--- src/rtl/jshc_pkg.sv ---
// Package for the joystick scroll HID conditioner: register indexes,
// reset values, default widths and fixed thresholds.
// No dependencies.
package jshc_pkg;

  localparam int unsigned ADC_BITS_DEF    = 12;
  localparam int unsigned TIME_BITS_DEF   = 32;
  localparam int unsigned MACRO_COUNT_DEF = 4;

  localparam int unsigned CFG_IDX_W  = 3;
  localparam int unsigned CFG_DATA_W = 24;
  localparam int unsigned INTV_W     = 24;
  localparam int unsigned DIV_W      = 12;

  localparam int unsigned DEADZONE    = 10;
  localparam int unsigned PAN_DIVIDER = 1500;

  localparam logic [INTV_W-1:0] INTERVAL_SLOW_RST   = 24'd200000;
  localparam logic [INTV_W-1:0] INTERVAL_MEDIUM_RST = 24'd90000;
  localparam logic [INTV_W-1:0] INTERVAL_FAST_RST   = 24'd30000;
  localparam logic [DIV_W-1:0]  DIVIDER_SLOW_RST    = 12'd1500;
  localparam logic [DIV_W-1:0]  DIVIDER_MEDIUM_RST  = 12'd1500;
  localparam logic [DIV_W-1:0]  DIVIDER_FAST_RST    = 12'd1000;
  localparam logic [INTV_W-1:0] PAN_INTERVAL_RST    = 24'd90000;
  localparam logic [INTV_W-1:0] PROFILE_LOCKOUT_RST = 24'd200000;

  typedef enum logic [CFG_IDX_W-1:0] {
    CFG_INTERVAL_SLOW   = 3'd0,
    CFG_INTERVAL_MEDIUM = 3'd1,
    CFG_INTERVAL_FAST   = 3'd2,
    CFG_DIVIDER_SLOW    = 3'd3,
    CFG_DIVIDER_MEDIUM  = 3'd4,
    CFG_DIVIDER_FAST    = 3'd5,
    CFG_PAN_INTERVAL    = 3'd6,
    CFG_PROFILE_LOCKOUT = 3'd7
  } cfg_idx_e;

  typedef enum logic [1:0] {
    PROFILE_SLOW   = 2'd0,
    PROFILE_MEDIUM = 2'd1,
    PROFILE_FAST   = 2'd2
  } profile_e;

  localparam logic [1:0] STEP_ZERO = 2'b00;
  localparam logic [1:0] STEP_POS  = 2'b01;
  localparam logic [1:0] STEP_NEG  = 2'b11;

endpackage

--- src/rtl/joystick_scroll_hid_conditioner.sv ---
// Joystick scroll HID conditioner: one sample per cycle in, one report out.
// Output: the report is registered and valid in the cycle after the sample is accepted.
// Throughput: one sample per cycle; a new sample enters in the cycle the previous
// report leaves, so only a stalled full output holds input.
// Reset: asynchronous, active low; clears profile, timers, sent copies and
// output valid, and loads the register reset values.
// Depends on jshc_pkg.
module joystick_scroll_hid_conditioner #(
  parameter int unsigned ADC_BITS    = jshc_pkg::ADC_BITS_DEF,
  parameter int unsigned TIME_BITS   = jshc_pkg::TIME_BITS_DEF,
  parameter int unsigned MACRO_COUNT = jshc_pkg::MACRO_COUNT_DEF
) (
  input  logic                           clk_i,
  input  logic                           rst_ni,

  input  logic                           cfg_we_i,
  input  logic [jshc_pkg::CFG_IDX_W-1:0] cfg_index_i,
  input  logic [jshc_pkg::CFG_DATA_W-1:0] cfg_data_i,

  input  logic                           in_valid_i,
  output logic                           in_stall_o,
  input  logic                           profile_button_i,
  input  logic                           left_button_i,
  input  logic                           right_button_i,
  input  logic [MACRO_COUNT-1:0]         macro_buttons_i,
  input  logic [ADC_BITS-1:0]            joystick_x_i,
  input  logic [ADC_BITS-1:0]            joystick_y_i,
  input  logic [TIME_BITS-1:0]           time_us_i,
  input  logic                           host_ready_i,

  output logic                           out_valid_o,
  input  logic                           out_stall_i,
  output logic                           report_send_o,
  output logic [1:0]                     report_buttons_o,
  output logic signed [1:0]              report_wheel_o,
  output logic signed [1:0]              report_pan_o,
  output logic [MACRO_COUNT-1:0]         macro_fire_o,
  output logic [1:0]                     active_profile_o
);
  import jshc_pkg::*;

  localparam int unsigned CmpW = (ADC_BITS > DIV_W) ? ADC_BITS :
                                 ((DIV_W > 11) ? DIV_W : 11);
  localparam logic [ADC_BITS:0] Centre = (ADC_BITS+1)'(1) << (ADC_BITS-1);

  logic [INTV_W-1:0] interval_q [3];
  logic [DIV_W-1:0]  divider_q [3];
  logic [INTV_W-1:0] pan_interval_q;
  logic [INTV_W-1:0] lockout_q;

  profile_e               profile_q, profile_d;
  logic                   handled_q, handled_d;
  logic [TIME_BITS-1:0]   last_prof_q, last_prof_d;
  logic [MACRO_COUNT-1:0] macro_prev_q;
  logic [TIME_BITS-1:0]   last_wheel_q, last_wheel_d;
  logic [TIME_BITS-1:0]   last_pan_q, last_pan_d;
  logic [1:0]             sent_buttons_q, sent_buttons_d;
  logic [1:0]             sent_wheel_q, sent_wheel_d;
  logic [1:0]             sent_pan_q, sent_pan_d;

  logic                   out_valid_q;
  logic                   send_q, send_d;
  logic [1:0]             buttons_q, buttons_d;
  logic [1:0]             wheel_q, wheel_d;
  logic [1:0]             pan_q, pan_d;
  logic [MACRO_COUNT-1:0] fire_q, fire_d;
  logic [1:0]             prof_out_q;

  logic                   accept;
  logic [ADC_BITS:0]      cx, cy;
  logic [ADC_BITS-1:0]    mag_x, mag_y;
  logic                   hit_x, hit_y;
  logic [1:0]             step_x, step_y;
  logic [DIV_W-1:0]       div_sel;
  logic [INTV_W-1:0]      intv_sel;
  logic [TIME_BITS-1:0]   el_prof, el_wheel, el_pan;
  logic [1:0]             raw_buttons;

  assign in_stall_o = out_valid_q && out_stall_i;
  assign accept     = in_valid_i && !in_stall_o;

  always_ff @(posedge clk_i or negedge rst_ni) begin
    if (!rst_ni) begin
      interval_q[0]  <= INTERVAL_SLOW_RST;
      interval_q[1]  <= INTERVAL_MEDIUM_RST;
      interval_q[2]  <= INTERVAL_FAST_RST;
      divider_q[0]   <= DIVIDER_SLOW_RST;
      divider_q[1]   <= DIVIDER_MEDIUM_RST;
      divider_q[2]   <= DIVIDER_FAST_RST;
      pan_interval_q <= PAN_INTERVAL_RST;
      lockout_q      <= PROFILE_LOCKOUT_RST;
    end else if (cfg_we_i) begin
      case (cfg_idx_e'(cfg_index_i))
        CFG_INTERVAL_SLOW:   interval_q[0]  <= cfg_data_i[INTV_W-1:0];
        CFG_INTERVAL_MEDIUM: interval_q[1]  <= cfg_data_i[INTV_W-1:0];
        CFG_INTERVAL_FAST:   interval_q[2]  <= cfg_data_i[INTV_W-1:0];
        CFG_DIVIDER_SLOW:    divider_q[0]   <= cfg_data_i[DIV_W-1:0];
        CFG_DIVIDER_MEDIUM:  divider_q[1]   <= cfg_data_i[DIV_W-1:0];
        CFG_DIVIDER_FAST:    divider_q[2]   <= cfg_data_i[DIV_W-1:0];
        CFG_PAN_INTERVAL:    pan_interval_q <= cfg_data_i[INTV_W-1:0];
        CFG_PROFILE_LOCKOUT: lockout_q      <= cfg_data_i[INTV_W-1:0];
        default: ;
      endcase
    end
  end

  always_comb begin
    el_prof   = time_us_i - last_prof_q;
    profile_d = profile_q;
    last_prof_d = last_prof_q;
    handled_d = handled_q;
    if (profile_button_i && !handled_q && (el_prof > TIME_BITS'(lockout_q))) begin
      case (profile_q)
        PROFILE_SLOW:   profile_d = PROFILE_MEDIUM;
        PROFILE_MEDIUM: profile_d = PROFILE_FAST;
        default:        profile_d = PROFILE_SLOW;
      endcase
      last_prof_d = time_us_i;
      handled_d   = 1'b1;
    end
    if (!profile_button_i) begin
      handled_d = 1'b0;
    end

    case (profile_d)
      PROFILE_SLOW: begin
        div_sel  = divider_q[0];
        intv_sel = interval_q[0];
      end
      PROFILE_MEDIUM: begin
        div_sel  = divider_q[1];
        intv_sel = interval_q[1];
      end
      default: begin
        div_sel  = divider_q[2];
        intv_sel = interval_q[2];
      end
    endcase

    cx    = {1'b0, joystick_x_i} - Centre;
    cy    = {1'b0, joystick_y_i} - Centre;
    mag_x = cx[ADC_BITS] ? ADC_BITS'(-cx) : cx[ADC_BITS-1:0];
    mag_y = cy[ADC_BITS] ? ADC_BITS'(-cy) : cy[ADC_BITS-1:0];
    hit_y = (CmpW'(mag_y) >= CmpW'(DEADZONE)) && (CmpW'(mag_y) >= CmpW'(div_sel));
    hit_x = (CmpW'(mag_x) >= CmpW'(DEADZONE)) && (CmpW'(mag_x) >= CmpW'(PAN_DIVIDER));
    step_y = !hit_y ? STEP_ZERO : (cy[ADC_BITS] ? STEP_NEG : STEP_POS);
    step_x = !hit_x ? STEP_ZERO : (cx[ADC_BITS] ? STEP_POS : STEP_NEG);

    el_wheel       = time_us_i - last_wheel_q;
    el_pan         = time_us_i - last_pan_q;
    raw_buttons    = {right_button_i, left_button_i};
    last_wheel_d   = last_wheel_q;
    last_pan_d     = last_pan_q;
    sent_buttons_d = sent_buttons_q;
    sent_wheel_d   = sent_wheel_q;
    sent_pan_d     = sent_pan_q;
    wheel_d        = STEP_ZERO;
    pan_d          = STEP_ZERO;
    send_d         = 1'b0;
    buttons_d      = 2'b00;
    fire_d         = '0;
    if (host_ready_i) begin
      fire_d    = macro_buttons_i & ~macro_prev_q;
      buttons_d = raw_buttons;
      if ((step_y != STEP_ZERO) && (el_wheel > TIME_BITS'(intv_sel))) begin
        wheel_d      = step_y;
        last_wheel_d = time_us_i;
      end
      if ((step_x != STEP_ZERO) && (el_pan > TIME_BITS'(pan_interval_q))) begin
        pan_d      = step_x;
        last_pan_d = time_us_i;
      end
      if ((raw_buttons != sent_buttons_q) || (wheel_d != sent_wheel_q) ||
          (pan_d != sent_pan_q)) begin
        send_d         = 1'b1;
        sent_buttons_d = raw_buttons;
        sent_wheel_d   = wheel_d;
        sent_pan_d     = pan_d;
      end
    end
  end

  always_ff @(posedge clk_i or negedge rst_ni) begin
    if (!rst_ni) begin
      profile_q      <= PROFILE_SLOW;
      handled_q      <= 1'b0;
      last_prof_q    <= '0;
      macro_prev_q   <= '0;
      last_wheel_q   <= '0;
      last_pan_q     <= '0;
      sent_buttons_q <= 2'b00;
      sent_wheel_q   <= STEP_ZERO;
      sent_pan_q     <= STEP_ZERO;
      out_valid_q    <= 1'b0;
    end else begin
      if (accept) begin
        profile_q      <= profile_d;
        handled_q      <= handled_d;
        last_prof_q    <= last_prof_d;
        macro_prev_q   <= macro_buttons_i;
        last_wheel_q   <= last_wheel_d;
        last_pan_q     <= last_pan_d;
        sent_buttons_q <= sent_buttons_d;
        sent_wheel_q   <= sent_wheel_d;
        sent_pan_q     <= sent_pan_d;
        out_valid_q    <= 1'b1;
      end else if (!out_stall_i) begin
        out_valid_q <= 1'b0;
      end
    end
  end

  always_ff @(posedge clk_i) begin
    if (accept) begin
      send_q     <= send_d;
      buttons_q  <= buttons_d;
      wheel_q    <= wheel_d;
      pan_q      <= pan_d;
      fire_q     <= fire_d;
      prof_out_q <= profile_d;
    end
  end

  assign out_valid_o      = out_valid_q;
  assign report_send_o    = send_q;
  assign report_buttons_o = buttons_q;
  assign report_wheel_o   = $signed(wheel_q);
  assign report_pan_o     = $signed(pan_q);
  assign macro_fire_o     = fire_q;
  assign active_profile_o = prof_out_q;

endmodule

--- config.mk ---
export PLATFORM = sky130hd
export DESIGN_NAME = joystick_scroll_hid_conditioner
export DESIGN_NICKNAME = d
export VERILOG_FILES = /design/src/rtl/jshc_pkg.sv /design/src/rtl/joystick_scroll_hid_conditioner.sv
export SDC_FILE = /design/constraint.sdc
export NUM_CORES = 1
export LEC_CHECK = 0
export BUFFER_PORTS_ARGS = -buffer_cell sky130_fd_sc_hd__buf_2
export CAP_MARGIN = 20
export CELL_PAD_IN_SITES_DETAIL_PLACEMENT = 1
export CELL_PAD_IN_SITES_GLOBAL_PLACEMENT = 2
export CORE_ASPECT_RATIO = 1.25
export CORE_UTILIZATION = 27
export DETAILED_ROUTE_END_ITERATION = 6
export MAX_ROUTING_LAYER = met4
export PLACE_DENSITY_LB_ADDON = 0.1
export SETUP_SLACK_MARGIN = 0.3
export SLEW_MARGIN = 0
export SYNTH_ARGS = -nofsm -noshare
export SYNTH_HDL_FRONTEND = slang
export SYNTH_SLANG_ARGS = --single-unit
--- constraint.sdc ---
create_clock -name clk_i -period 24.1 [get_ports clk_i]
set_input_delay 3.615 -clock clk_i [delete_from_list [all_inputs] [get_ports clk_i]]
set_output_delay 3.615 -clock clk_i [all_outputs]
set_load 0.01 [all_outputs]
* Word-level counts from Yosys, hierarchy flattened *
Index checks and enable logic that the tools add are counted.

cells by class
  add/sub/neg operators = 7
  $lt $le $gt $ge = 7
  equal/unequal tests = 14
  muxes and demuxes = 19
  bitwise gates (word level) = 2
  reductions and logical operators = 30

operators with widths
  kind                                                                 count
  greater-than comparator 32 x 24 -> 1 bit                             3
  subtractor 32 bit                                                    3
  case mux 24 bit (2 select lines)                                     1
  subtractor 12 x 12 -> 13 bit, second input constant                  2
  greater-or-equal comparator 12 x 4 -> 1 bit, second input constant   2
  2-to-1 mux 12 bit                                                    2
  negation 12 bit                                                      2
  case mux 12 bit (2 select lines)                                     1
  AND reduction 2 bit                                                  10
  2-to-1 mux 2 bit                                                     9
  == test 3 bit, second input constant                                 4
  greater-or-equal comparator 12 x 11 -> 1 bit, second input constant  1
  greater-or-equal comparator 12 bit                                   1
  AND reduction 3 bit                                                  3
  logical AND 1 bit                                                    8
  == test 3 x 2 -> 1 bit, second input constant                        2
  inequality test 2 bit                                                3
  2-to-1 mux 1 bit                                                     5
  bitwise AND 4 bit                                                    1
  == test 2 x 1 -> 1 bit, second input constant                        2
  zero test 2 bit                                                      2
  inequality test 2 x 1 -> 1 bit, second input constant                2
  NOT 4 bit                                                            1
  case mux 2 bit (2 select lines)                                      1
  5 further kinds                                                      8

storage, ports and cells
  register bits after elaboration = 279
  input bits = 96
  output and inout port bits = 15
  logic and storage cells = 103

* Depth between registers and ports, before layout *
Gate-level depths: netlist of run 1.

  depth in word-level cells = 17
  gate-level depth with buffers = 40
  depth with buffers taken out = 38

* Least setup slack after synthesis of run 1 *
OpenSTA, ideal clock, no wires.

  path type = input-to-reg
  start point = input port time_us_i[6]
  end point = register last_wheel_q[5]
  arrival = 10.734 ns
  data required time = 23.973 ns
  path slack = 13.238 ns
  cell stages on the path = 38
  path buffers = 2
  path through = ha_1 > a21o_1 > nand2b_1 > o21ai_0 > nand2_1 > a21o_1 > a21o_1 > a21o_1 > a21oi_1 > o21bai_1 > a21oi_1 > xnor2_1 > ha_1 > a21oi_1 > o21ai_0 > a221oi_1 > o21ai_0 > nor3_1 > [... 2 more ...] > mux2i_1 > clkbuf_1 > o21ai_0 > o211ai_1 > o21ai_1 > ha_1 > a21o_1 > a21oi_1 > nor3_1 > or4b_2 > a21oi_1 > o21ai_0 > a211oi_1 > nor4b_1 > a211o_2 > nor2_8 > buf_6 > mux2_1

between the ends
  word-level cells in the longest chain between the ends = 12
  elaborated cells on any way between the ends = 16
  those cells by class = add/sub: 2; order compare: 3; eq/ne: 1; mux: 4; reduce/logical: 6

ends and longest elaborated chain
  element                                                    RTL line                                text
  start: declaration                                         joystick_scroll_hid_conditioner.sv:28   input logic [TIME_BITS-1:0] time_us_i,
  subtractor 32 bit                                          joystick_scroll_hid_conditioner.sv:108  el_prof = time_us_i - last_prof_q;
  greater-than comparator 32 x 24 -> 1 bit                   joystick_scroll_hid_conditioner.sv:112  if (profile_button_i && !handled_q && (el_prof > TIME_BITS'(lockout_q))) begin
  logical AND 1 bit                                          joystick_scroll_hid_conditioner.sv:112
  2-to-1 mux 2 bit                                           joystick_scroll_hid_conditioner.sv:112
  == test 2 x 1 -> 1 bit or zero test 2 bit (tied branches)  joystick_scroll_hid_conditioner.sv:125  case (profile_d)
  case mux 12 bit (2 select lines)                           joystick_scroll_hid_conditioner.sv:125
  greater-or-equal comparator 12 bit                         joystick_scroll_hid_conditioner.sv:144  hit_y = (CmpW'(mag_y) >= CmpW'(DEADZONE)) && (CmpW'(mag_y) >= CmpW'(div_sel));
  logical AND 1 bit                                          joystick_scroll_hid_conditioner.sv:144
  2-to-1 mux 2 bit                                           joystick_scroll_hid_conditioner.sv:146  step_y = !hit_y ? STEP_ZERO : (cy[ADC_BITS] ? STEP_NEG : STEP_POS);
  nonzero test 2 bit                                         joystick_scroll_hid_conditioner.sv:165  if ((step_y != STEP_ZERO) && (el_wheel > TIME_BITS'(intv_sel))) begin
  logical AND 1 bit *                                        joystick_scroll_hid_conditioner.sv:165
  AND reduction 3 bit (no line) *                            -
  end signal: assignment                                     joystick_scroll_hid_conditioner.sv:201  last_wheel_q <= last_wheel_d;
  end: declaration                                           joystick_scroll_hid_conditioner.sv:55   logic [TIME_BITS-1:0] last_wheel_q, last_wheel_d;

Every way passes the cells marked *; elsewhere a longest branch is shown, timed or not.
A chain may end at the register's enable or synchronous reset.

* Final worst setup path of run 1 *
  start point = input port time_us_i[6]
  end point = register last_wheel_q[2]

The elaborated chain is that of the path after synthesis.

==> results of run 1 <==
## path summary, 6_finish.rpt
path | from | endpoint | slack [ps] | depth (start not counted)
max | time_us_i[6] | last_wheel_q[2] | 11520 | 40
min | last_pan_q[5] | last_pan_q[5] | 490 | 1
max reg2reg | last_prof_q[6] | last_wheel_q[2] | 14360 | 40
min reg2reg | last_pan_q[5] | last_pan_q[5] | 490 | 1
max in group asynchronous | rst_ni | last_prof_q[22] | 18790 | 3
min in group asynchronous | rst_ni | divider_q[25] | 3090 | 1
## per-stage QoR
stage / hold slack, ps / total power (uW) / util, % / instance area, um2
3_3_place_gp: 468.7 / 2177 / 29.43 / 20830
6_report: 486.2 / 2778 / 31.28 / 22140
3_5_place_dp: 475.0 / 2211 / 29.43 / 20830
2_1_floorplan: 453.8 / 1747 / - / 19310
4_1_cts: 488.6 / 2834 / 31.25 / 22120
5_1_grt: 500.5 / 3037 / 31.28 / 22140
## critical path: cells and delay by family
| kind | cells | cell delay [ps] |
|---|---|---|
| compound gates | 21 | 4340 |
| xor+xnor | 1 | 140 |
| fa+ha+maj | 3 | 810 |
| buf+inv | 4 | 1020 |
| mux | 2 | 720 |
| simple gates | 9 | 2250 |
## registers in the layout (all words and copies together), names as in the netlist, 4 cells and up
register / cells
divider_q: 36
pan_interval_q: 24
lockout_q: 24
last_wheel_q: 32
last_pan_q: 32
macro_fire_o: 4
interval_q: 72
macro_prev_q: 4
last_prof_q: 32
## logic make-up (layout without fill, tap and decap cells)
family,Yosys count,count (layout),share of synthesized area (%)
muxes,244,244,14.25
adders and majority gates,183,183,11.98
DFF,279,279,36.87
and+or+nand+nor,400,400,10.25
xor gates and xnor gates,96,96,4.355
buffers and inverters,288,411,6.047
AOI/OAI and AO/OA,501,501,16.25
## cell usage in the layout (no fill, tap or decap), types with 48 or more instances in the layout
master	n
sky130_fd_sc_hd__o211ai_1	48
sky130_fd_sc_hd__buf_2	109
sky130_fd_sc_hd__xnor2_1	52
sky130_fd_sc_hd__a21oi_1	121
sky130_fd_sc_hd__nor2_1	69
sky130_fd_sc_hd__inv_1	215
sky130_fd_sc_hd__ha_1	180
sky130_fd_sc_hd__dfstp_2	57
sky130_fd_sc_hd__nand2_1	141
sky130_fd_sc_hd__mux2_2	222
sky130_fd_sc_hd__o21ai_0	150
sky130_fd_sc_hd__dfrtp_1	209
## area by class of cell
class | instances | area share (%)
flip-flops and latches | 279 | 32.15
multi-input cells | 1424 | 49.95
well taps | 943 | 5.329
repair buffers | 125 | 3.097
inverters | 216 | 3.662
clock inverters | 21 | 1.057
clock buffers | 49 | 4.758
## power groups by stage
stage	logic (uW)	clock network, uW	registers [uW]
2_1_floorplan	1070	0	673
3_3_place_gp	1490	0	688
3_5_place_dp	1520	0	694
4_1_cts	1530	620	686
5_1_grt	1700	630	705
6_report	1500	592	685
## per-layer routing
metal	routed length [um]	global-route usage (%)	part of all wire [%]
met4	1755	5.365	2.7
met2	33290	33.44	51
met3	1470	2.173	2.3
met1	28230	22.63	44
met5	0	-	0
==> results by group, run 1 <==
Outcome
  – Run status: complete, no violations

Timing
  – Worst Clk Skew: ~18 ps
  – Finish-stage setup viols: 0
  – Max Transition Viols Final: 0
  – Final critical-path share of the clock period: 52.20%
  – Final worst slack: approximately 12000 ps
  – Headroom to the max-slew limit: a little under two fifths
  – Final worst path period need: 12580 ps
  – Worst-Margin Slew: 944.3 ps
  – TNS Setup: 0 ps
  – Max frequency: 79.49 MHz
  – Setup repair after global routing missed its margin: false
  – Number of hold violations in the final report: 0

Placement
  – Post-placement setup slack: 10860 ps
  – Total half-perimeter wirelength after legalization and detailed placement: 50.04 mm
  – Placer congestion estimate: 0.8350
  – IO Port Bufs: 110
  – Total placed cells including tap cells: approximately 3k

Cells and area
  – Count of antenna diodes in the layout: 0
  – Share of layout cells above drive strength 1: 23.60%
  – Number of standard cells in the final layout excluding fillers: just over 3k
  – Total number of nets in the final design: between 2k and 2.5k
  – Synthesis-to-layout area growth: 14.69%
  – Number of fillers in the final layout: between 8k and 9k
  – Multi-input logic area: approximately 11000 um2
  – Register cell area after layout: 7118 um2

Critical path
  – Crit Path Max Fanout: 37
  – Endpoint required time on the critical path: between 20000 and 25000 ps
  – Category of the worst setup path capture point: flip-flop
  – Critical setup path kind: input pin to flip-flop
  – Slowest stage delay, CP: approximately 540 ps
  – Data arrival time at the worst-slack endpoint: around 13000 ps
  – Cell mode on critical path: sky130_fd_sc_hd__o21ai_0
  – Slowest library cell on the worst path: sky130_fd_sc_hd__nor4_4
  – Setup crit start kind: input pin

Clock network
  – CTS buffer count: 38
  – Clock tree root buffer cell: sky130_fd_sc_hd__clkbuf_16
  – Worst-skew pair later-pin latency: approximately 570 ps
  – Number of clock sinks: about 280
  – Number of buffers added for setup after CTS: 0
  – Longest Clk Path Bufs: 3
  – Number of gates resized after CTS: 0
  – Post-CTS clock slew at the launch and capture registers of the worst setup and hold paths: about 50 ps
  – Clock tree from TritonCTS: built
  – Maximum level of the CTS H-tree: 2
  – Cts-stage hold buffer count: 0

Drt
  – Final ANT Viol Nets: 0
  – Detailed Routing Iterations Pass 1: 5
  – WL per Instance: 21.18 um
  – Detail-routed via count per cell: roughly 5
  – Final WL: 64.75 mm
  – DRC Markers: 0
  – DR vias: ~15k
  – Initial drt markers: ~710

Floorplan
  – Total number of placement rows: between 100 and 150
  – Width of the chip: between 200 and 250 um
  – Ports: ~110
  – Die Area: 72580 um2
  – Core region area: between 70000 and 80000 um2
  – Initial core utilization: between 20% and 30%
  – Height of the die: roughly 300 um

Synth
  – Cell taking the most area after synthesis: sky130_fd_sc_hd__dfrtp_1
  – Cell types with the highest counts after synthesis: 222 x sky130_fd_sc_hd__mux2_2, 215 x sky130_fd_sc_hd__inv_1, 209 x sky130_fd_sc_hd__dfrtp_1
  – Synth Cell Area: between 15000 and 20000 um2
  – Post-Synthesis Net Count: 2270
  – Share of flip-flops with an asynchronous set or reset: a little over nine tenths
  – Part of the Yosys area used for sequential elements: 36.87%
  – Top FF cell, synth: sky130_fd_sc_hd__dfrtp_1
  – Post-synth top area share: about 27%
  – Flip-flop and latch count after synthesis: approximately 280
  – Syn. warnings: 0
  – Largest cells by area after synthesis: sky130_fd_sc_hd__dfrtp_1 27%, sky130_fd_sc_hd__mux2_2 13%, sky130_fd_sc_hd__ha_1 12%, sky130_fd_sc_hd__dfstp_2 7.8%, sky130_fd_sc_hd__inv_1 4.2%
  – Number of distinct library cell variants in the gate-level netlist after synthesis: a little over 80
  – Most repeated cell in the gate-level netlist after synthesis: sky130_fd_sc_hd__mux2_2
  – Number of enable-type register cells in the synthesized netlist: 13
  – Post-Synthesis Mean Instance Area: approximately 9.7 um2
  – Gate count of the mapped netlist: 1991

Power
  – Internal power component: around 1600 uW
  – Switching fraction of total power: a little over two fifths
  – Seq pwr share: between 20% and 30%
  – Power density cells: 125.5 nW/um2
  – Share of power burned in combinational logic: a little over half
  – Net switching power of the design: around 1200 uW
  – Static Leak: between 0.009 and 0.01 uW
  – Maximum ir drop on the vdd rail: around 0.05 mV
  – Clk network pwr share: 21.3%

Global routing
  – Pin count of the biggest net entering global routing: 106
  – Total track usage: 19.01%
  – Via count of the first global-routing pass: roughly 16k
  – Wire length of the first global-routing pass: between 100 and 150 mm
  – Number of antenna violations at the first check in global routing: 1
  – Final global-route overflow total: 0

Run
  – Maximum capacitance violations: 0

Hold path
  – Kind of path behind the tightest hold check: flip-flop to flip-flop
Note: power is estimated with default switching activity, not from simulation.
==> run 2, diff against run 1 <==
- ABC_AREA: default -> 1
- clock period: 24.1 -> 12.6 ns (I/O delays scaled with it)
==> run 2 against run 1 <==
Compared with the run above: total power is 91% higher; die area is 6.2% higher; largest power group unchanged; global-route usage is 2.2 points higher; critical endpoint is now last_wheel_q[3].
==> results by group, run 2 <==
Placement
  – IO Port Bufs: 110 (unchanged)
  – Total placed cells including tap cells: 3933 (+32%)
  – Placer congestion estimate: 0.8867 (+6.2%)
  – Total half-perimeter wirelength after legalization and detailed placement: 63.78 mm (+27%)

Cells and area
  – Total number of nets in the final design: 3283 (+39%)
  – Number of flip-flops under the largest register name: 72 (unchanged)
  – Register cell area after layout: 7118 um2 (unchanged)
  – Synthesis-to-layout area growth: 13.84%
  – Share of layout cells above drive strength 1: 9.568% (-14 points)
  – Multi-input logic area: 11370 um2 (+2.8%)
  – Biggest register: interval_q
  – Most common library cell in the layout ignoring fill and taps: sky130_fd_sc_hd__nand2_1
  – Number of fillers in the final layout: 9368 (+16%)
  – Number of standard cells in the final layout excluding fillers: 4001 (+31%)
  – Top library cells by usage in the layout, fill and taps aside: 864 x sky130_fd_sc_hd__nand2_1, 449 x sky130_fd_sc_hd__inv_1, 301 x sky130_fd_sc_hd__o21ai_0
  – Largest registers: interval_q: 72 flops, divider_q: 36 flops
  – Final cell utilization of the core: 31.19% (-0.089 points)

Clock network
  – Worst-skew pair later-pin latency: 590 ps (+20 ps)
  – Number of buffers added for setup after CTS: 0 (unchanged)
  – Longest Clk Path Bufs: 3 (unchanged)
  – Post-CTS clock slew at the launch and capture registers of the worst setup and hold paths: 60 ps (about the same)
  – Maximum level of the CTS H-tree: 2 (unchanged)
  – Number of clock sinks: 279 (unchanged)
  – Clock tree from TritonCTS: built
  – CTS buffer count: 38 (unchanged)
  – Clock tree root buffer cell: sky130_fd_sc_hd__clkbuf_16
  – Cts-stage hold buffer count: 0 (unchanged)
  – Number of gates resized after CTS: 0 (unchanged)

Global routing
  – Wire length of the first global-routing pass: 120.3 mm (+19%)
  – Final global-route overflow total: 0 (unchanged)
  – Total track usage: 21.19% (+2.2 points)
  – Pin count of the biggest net entering global routing: 84 (-21%)
  – Number of antenna violations at the first check in global routing: 1 (unchanged)
  – Via count of the first global-routing pass: 20.62k (+26%)

Synth
  – Cell taking the most area after synthesis: sky130_fd_sc_hd__dfrtp_1
  – Post-Synthesis Mean Instance Area: 7.048 um2 (-27%)
  – Post-synth top area share: 25.51% (-1.6 points)
  – Flip-flop and latch count after synthesis: 279 (unchanged)
  – Share of flip-flops with an asynchronous set or reset: 95.34% (unchanged)
  – Syn. warnings: 0 (unchanged)
  – Most repeated cell in the gate-level netlist after synthesis: sky130_fd_sc_hd__nand2_1
  – Part of the Yosys area used for sequential elements: 34.72% (-2.2 points)
  – Post-Synthesis Net Count: 3188 (+40%)
  – Number of enable-type register cells in the synthesized netlist: 13 (unchanged)
  – Synth Cell Area: 20500 um2 (+6.2%)
  – Number of distinct library cell variants in the gate-level netlist after synthesis: 47 (-43%)
  – Top FF cell, synth: sky130_fd_sc_hd__dfrtp_1
  – Largest cells by area after synthesis: sky130_fd_sc_hd__dfrtp_1 26%, sky130_fd_sc_hd__nand2_1 16%, sky130_fd_sc_hd__ha_1 11%, sky130_fd_sc_hd__inv_1 8.2%, sky130_fd_sc_hd__o21ai_0 7.3%
  – Gate count of the mapped netlist: 2909 (+46%)
  – Cell types with the highest counts after synthesis: 864 x sky130_fd_sc_hd__nand2_1, 449 x sky130_fd_sc_hd__inv_1, 301 x sky130_fd_sc_hd__o21ai_0

Drt
  – Final ANT Viol Nets: 0 (unchanged)
  – Final WL: 77.99 mm (+20%)
  – DRC Markers: 0 (unchanged)
  – WL per Instance: 19.49 um (-8.0%)
  – Detail-routed via count per cell: 4.729 (-4.0%)
  – DR vias: 18.92k (+26%)
  – Initial drt markers: 657 (-6.9%)
  – Detailed Routing Iterations Pass 1: 5 (unchanged)

Critical path
  – Crit Path Max Fanout: 69 (+86%)
  – Category of the worst setup path capture point: flip-flop
  – Critical setup path kind: input pin to flip-flop
  – Slowest library cell on the worst path: sky130_fd_sc_hd__o21ai_0
  – Slowest stage delay, CP: 780 ps (+240 ps)
  – Endpoint required time on the critical path: 13060 ps (-11480 ps)
  – Cell mode on critical path: sky130_fd_sc_hd__nand2_1
  – Setup crit start kind: input pin
  – Data arrival time at the worst-slack endpoint: 9580 ps (-3440 ps)

Timing
  – Number of hold violations in the final report: 0 (unchanged)
  – Finish-stage setup viols: 0 (unchanged)
  – Worst Clk Skew: 20.24 ps (+2.261 ps)
  – Final worst path period need: between 9000 and 10000 ps
  – Max frequency: approximately 110 MHz
  – TNS Setup: 0 ps (unchanged)
  – Final critical-path share of the clock period: roughly 72%
  – Worst-Margin Slew: 920.5 ps (-23.71 ps)
  – Setup repair after global routing missed its margin: false
  – Headroom to the max-slew limit: 37.98% (+1.2 points)
  – Max Transition Viols Final: 0 (unchanged)

Floorplan
  – Die Area: 77050 um2 (+6.2%)
  – Initial core utilization: 27.40% (+0.12 points)
  – Height of the die: 310.1 um (+3.0%)
  – Core region area: 74830 um2 (+5.7%)
  – Width of the chip: 248.5 um (+3.0%)
  – Ports: 111 (unchanged)
  – Total number of placement rows: 112 (+2.8%)

Run
  – Maximum capacitance violations: 0 (unchanged)

Power
  – Maximum ir drop on the vdd rail: 0.08956 mV (+84%)
  – Total design power: 5304 uW (+91%)
  – Static Leak: 0.01203 uW (+22%)
  – Power density cells: 227.2 nW/um2 (+81%)

Outcome
  – Run status: complete, no violations

Hold path
  – Kind of path behind the tightest hold check: flip-flop to flip-flop
-- run 2: cell families after synthesis --
family | Yosys count | share of synthesized area, %
compound gates | 478 | 12.16
buf+inv | 521 | 9.880
flops | 279 | 34.72
fa+ha+maj | 183 | 11.28
xor+xnor | 81 | 3.460
simple gates | 1367 | 28.50
-- run 2: worst paths after layout --
kind | startpoint | to | slack, ps | cells past startpoint
min in group asynchronous | rst_ni | divider_q[29] | 1290 | 1
setup reg to reg | last_prof_q[12] | last_wheel_q[3] | 4530 | 44
setup / recovery | time_us_i[12] | last_wheel_q[3] | 3480 | 44
hold / removal | sent_buttons_q[0] | sent_buttons_q[0] | 480 | 2
max in group asynchronous | rst_ni | last_pan_q[30] | 9100 | 3
hold reg to reg | sent_buttons_q[0] | sent_buttons_q[0] | 480 | 2
-- run 2: final cells by class --
cell class,count,area share [%]
multi-input combinational,2109,48.72
inverter,452,7.269
clock buffer,48,4.321
timing repair buffer,124,2.959
clock inverter,19,1.029
sequential,279,30.50
antenna,1,0.01072
tap,969,5.194
-- run 2: power by group --
group          switching, uW  leakage [uW]  internal, uW  total, uW
Clock                    460      0.000616           656       1120
Sequential               129       0.00334          1160       1290
Combinational           1900       0.00807          1000       2900
-- run 2: critical path, delay by kind of cell --
kind / cells / cell delay (ps)
buf+inv: 6 / 1020
compound gates: 6 / 1830
fa+ha+maj: 3 / 960
simple gates: 28 / 3570
xor+xnor: 1 / 170
-- run 2: through the flow --
step / instance area [um2] / hold slack, ps / setup slack [ps]
finish: 23340 / 475.1 / 3477
floorplan: 20500 / 441.9 / 5660
detailed placement: 22090 / 462.7 / 2688
CTS: 23340 / 478.2 / 3309
global placement: 22050 / 456.6 / 2392
global route: 23340 / 497.4 / 2808
-- run 2: metal layers --
layer / GRT usage (%) / vias up / share of wire, %
li1: - / 9471 / -
met3: 2.150 / 113 / 2.2
met1: 24.04 / 9114 / 43
met4: 8.681 / 0 / 4.1
met5: - / - / 0
met2: 38.16 / 221 / 51
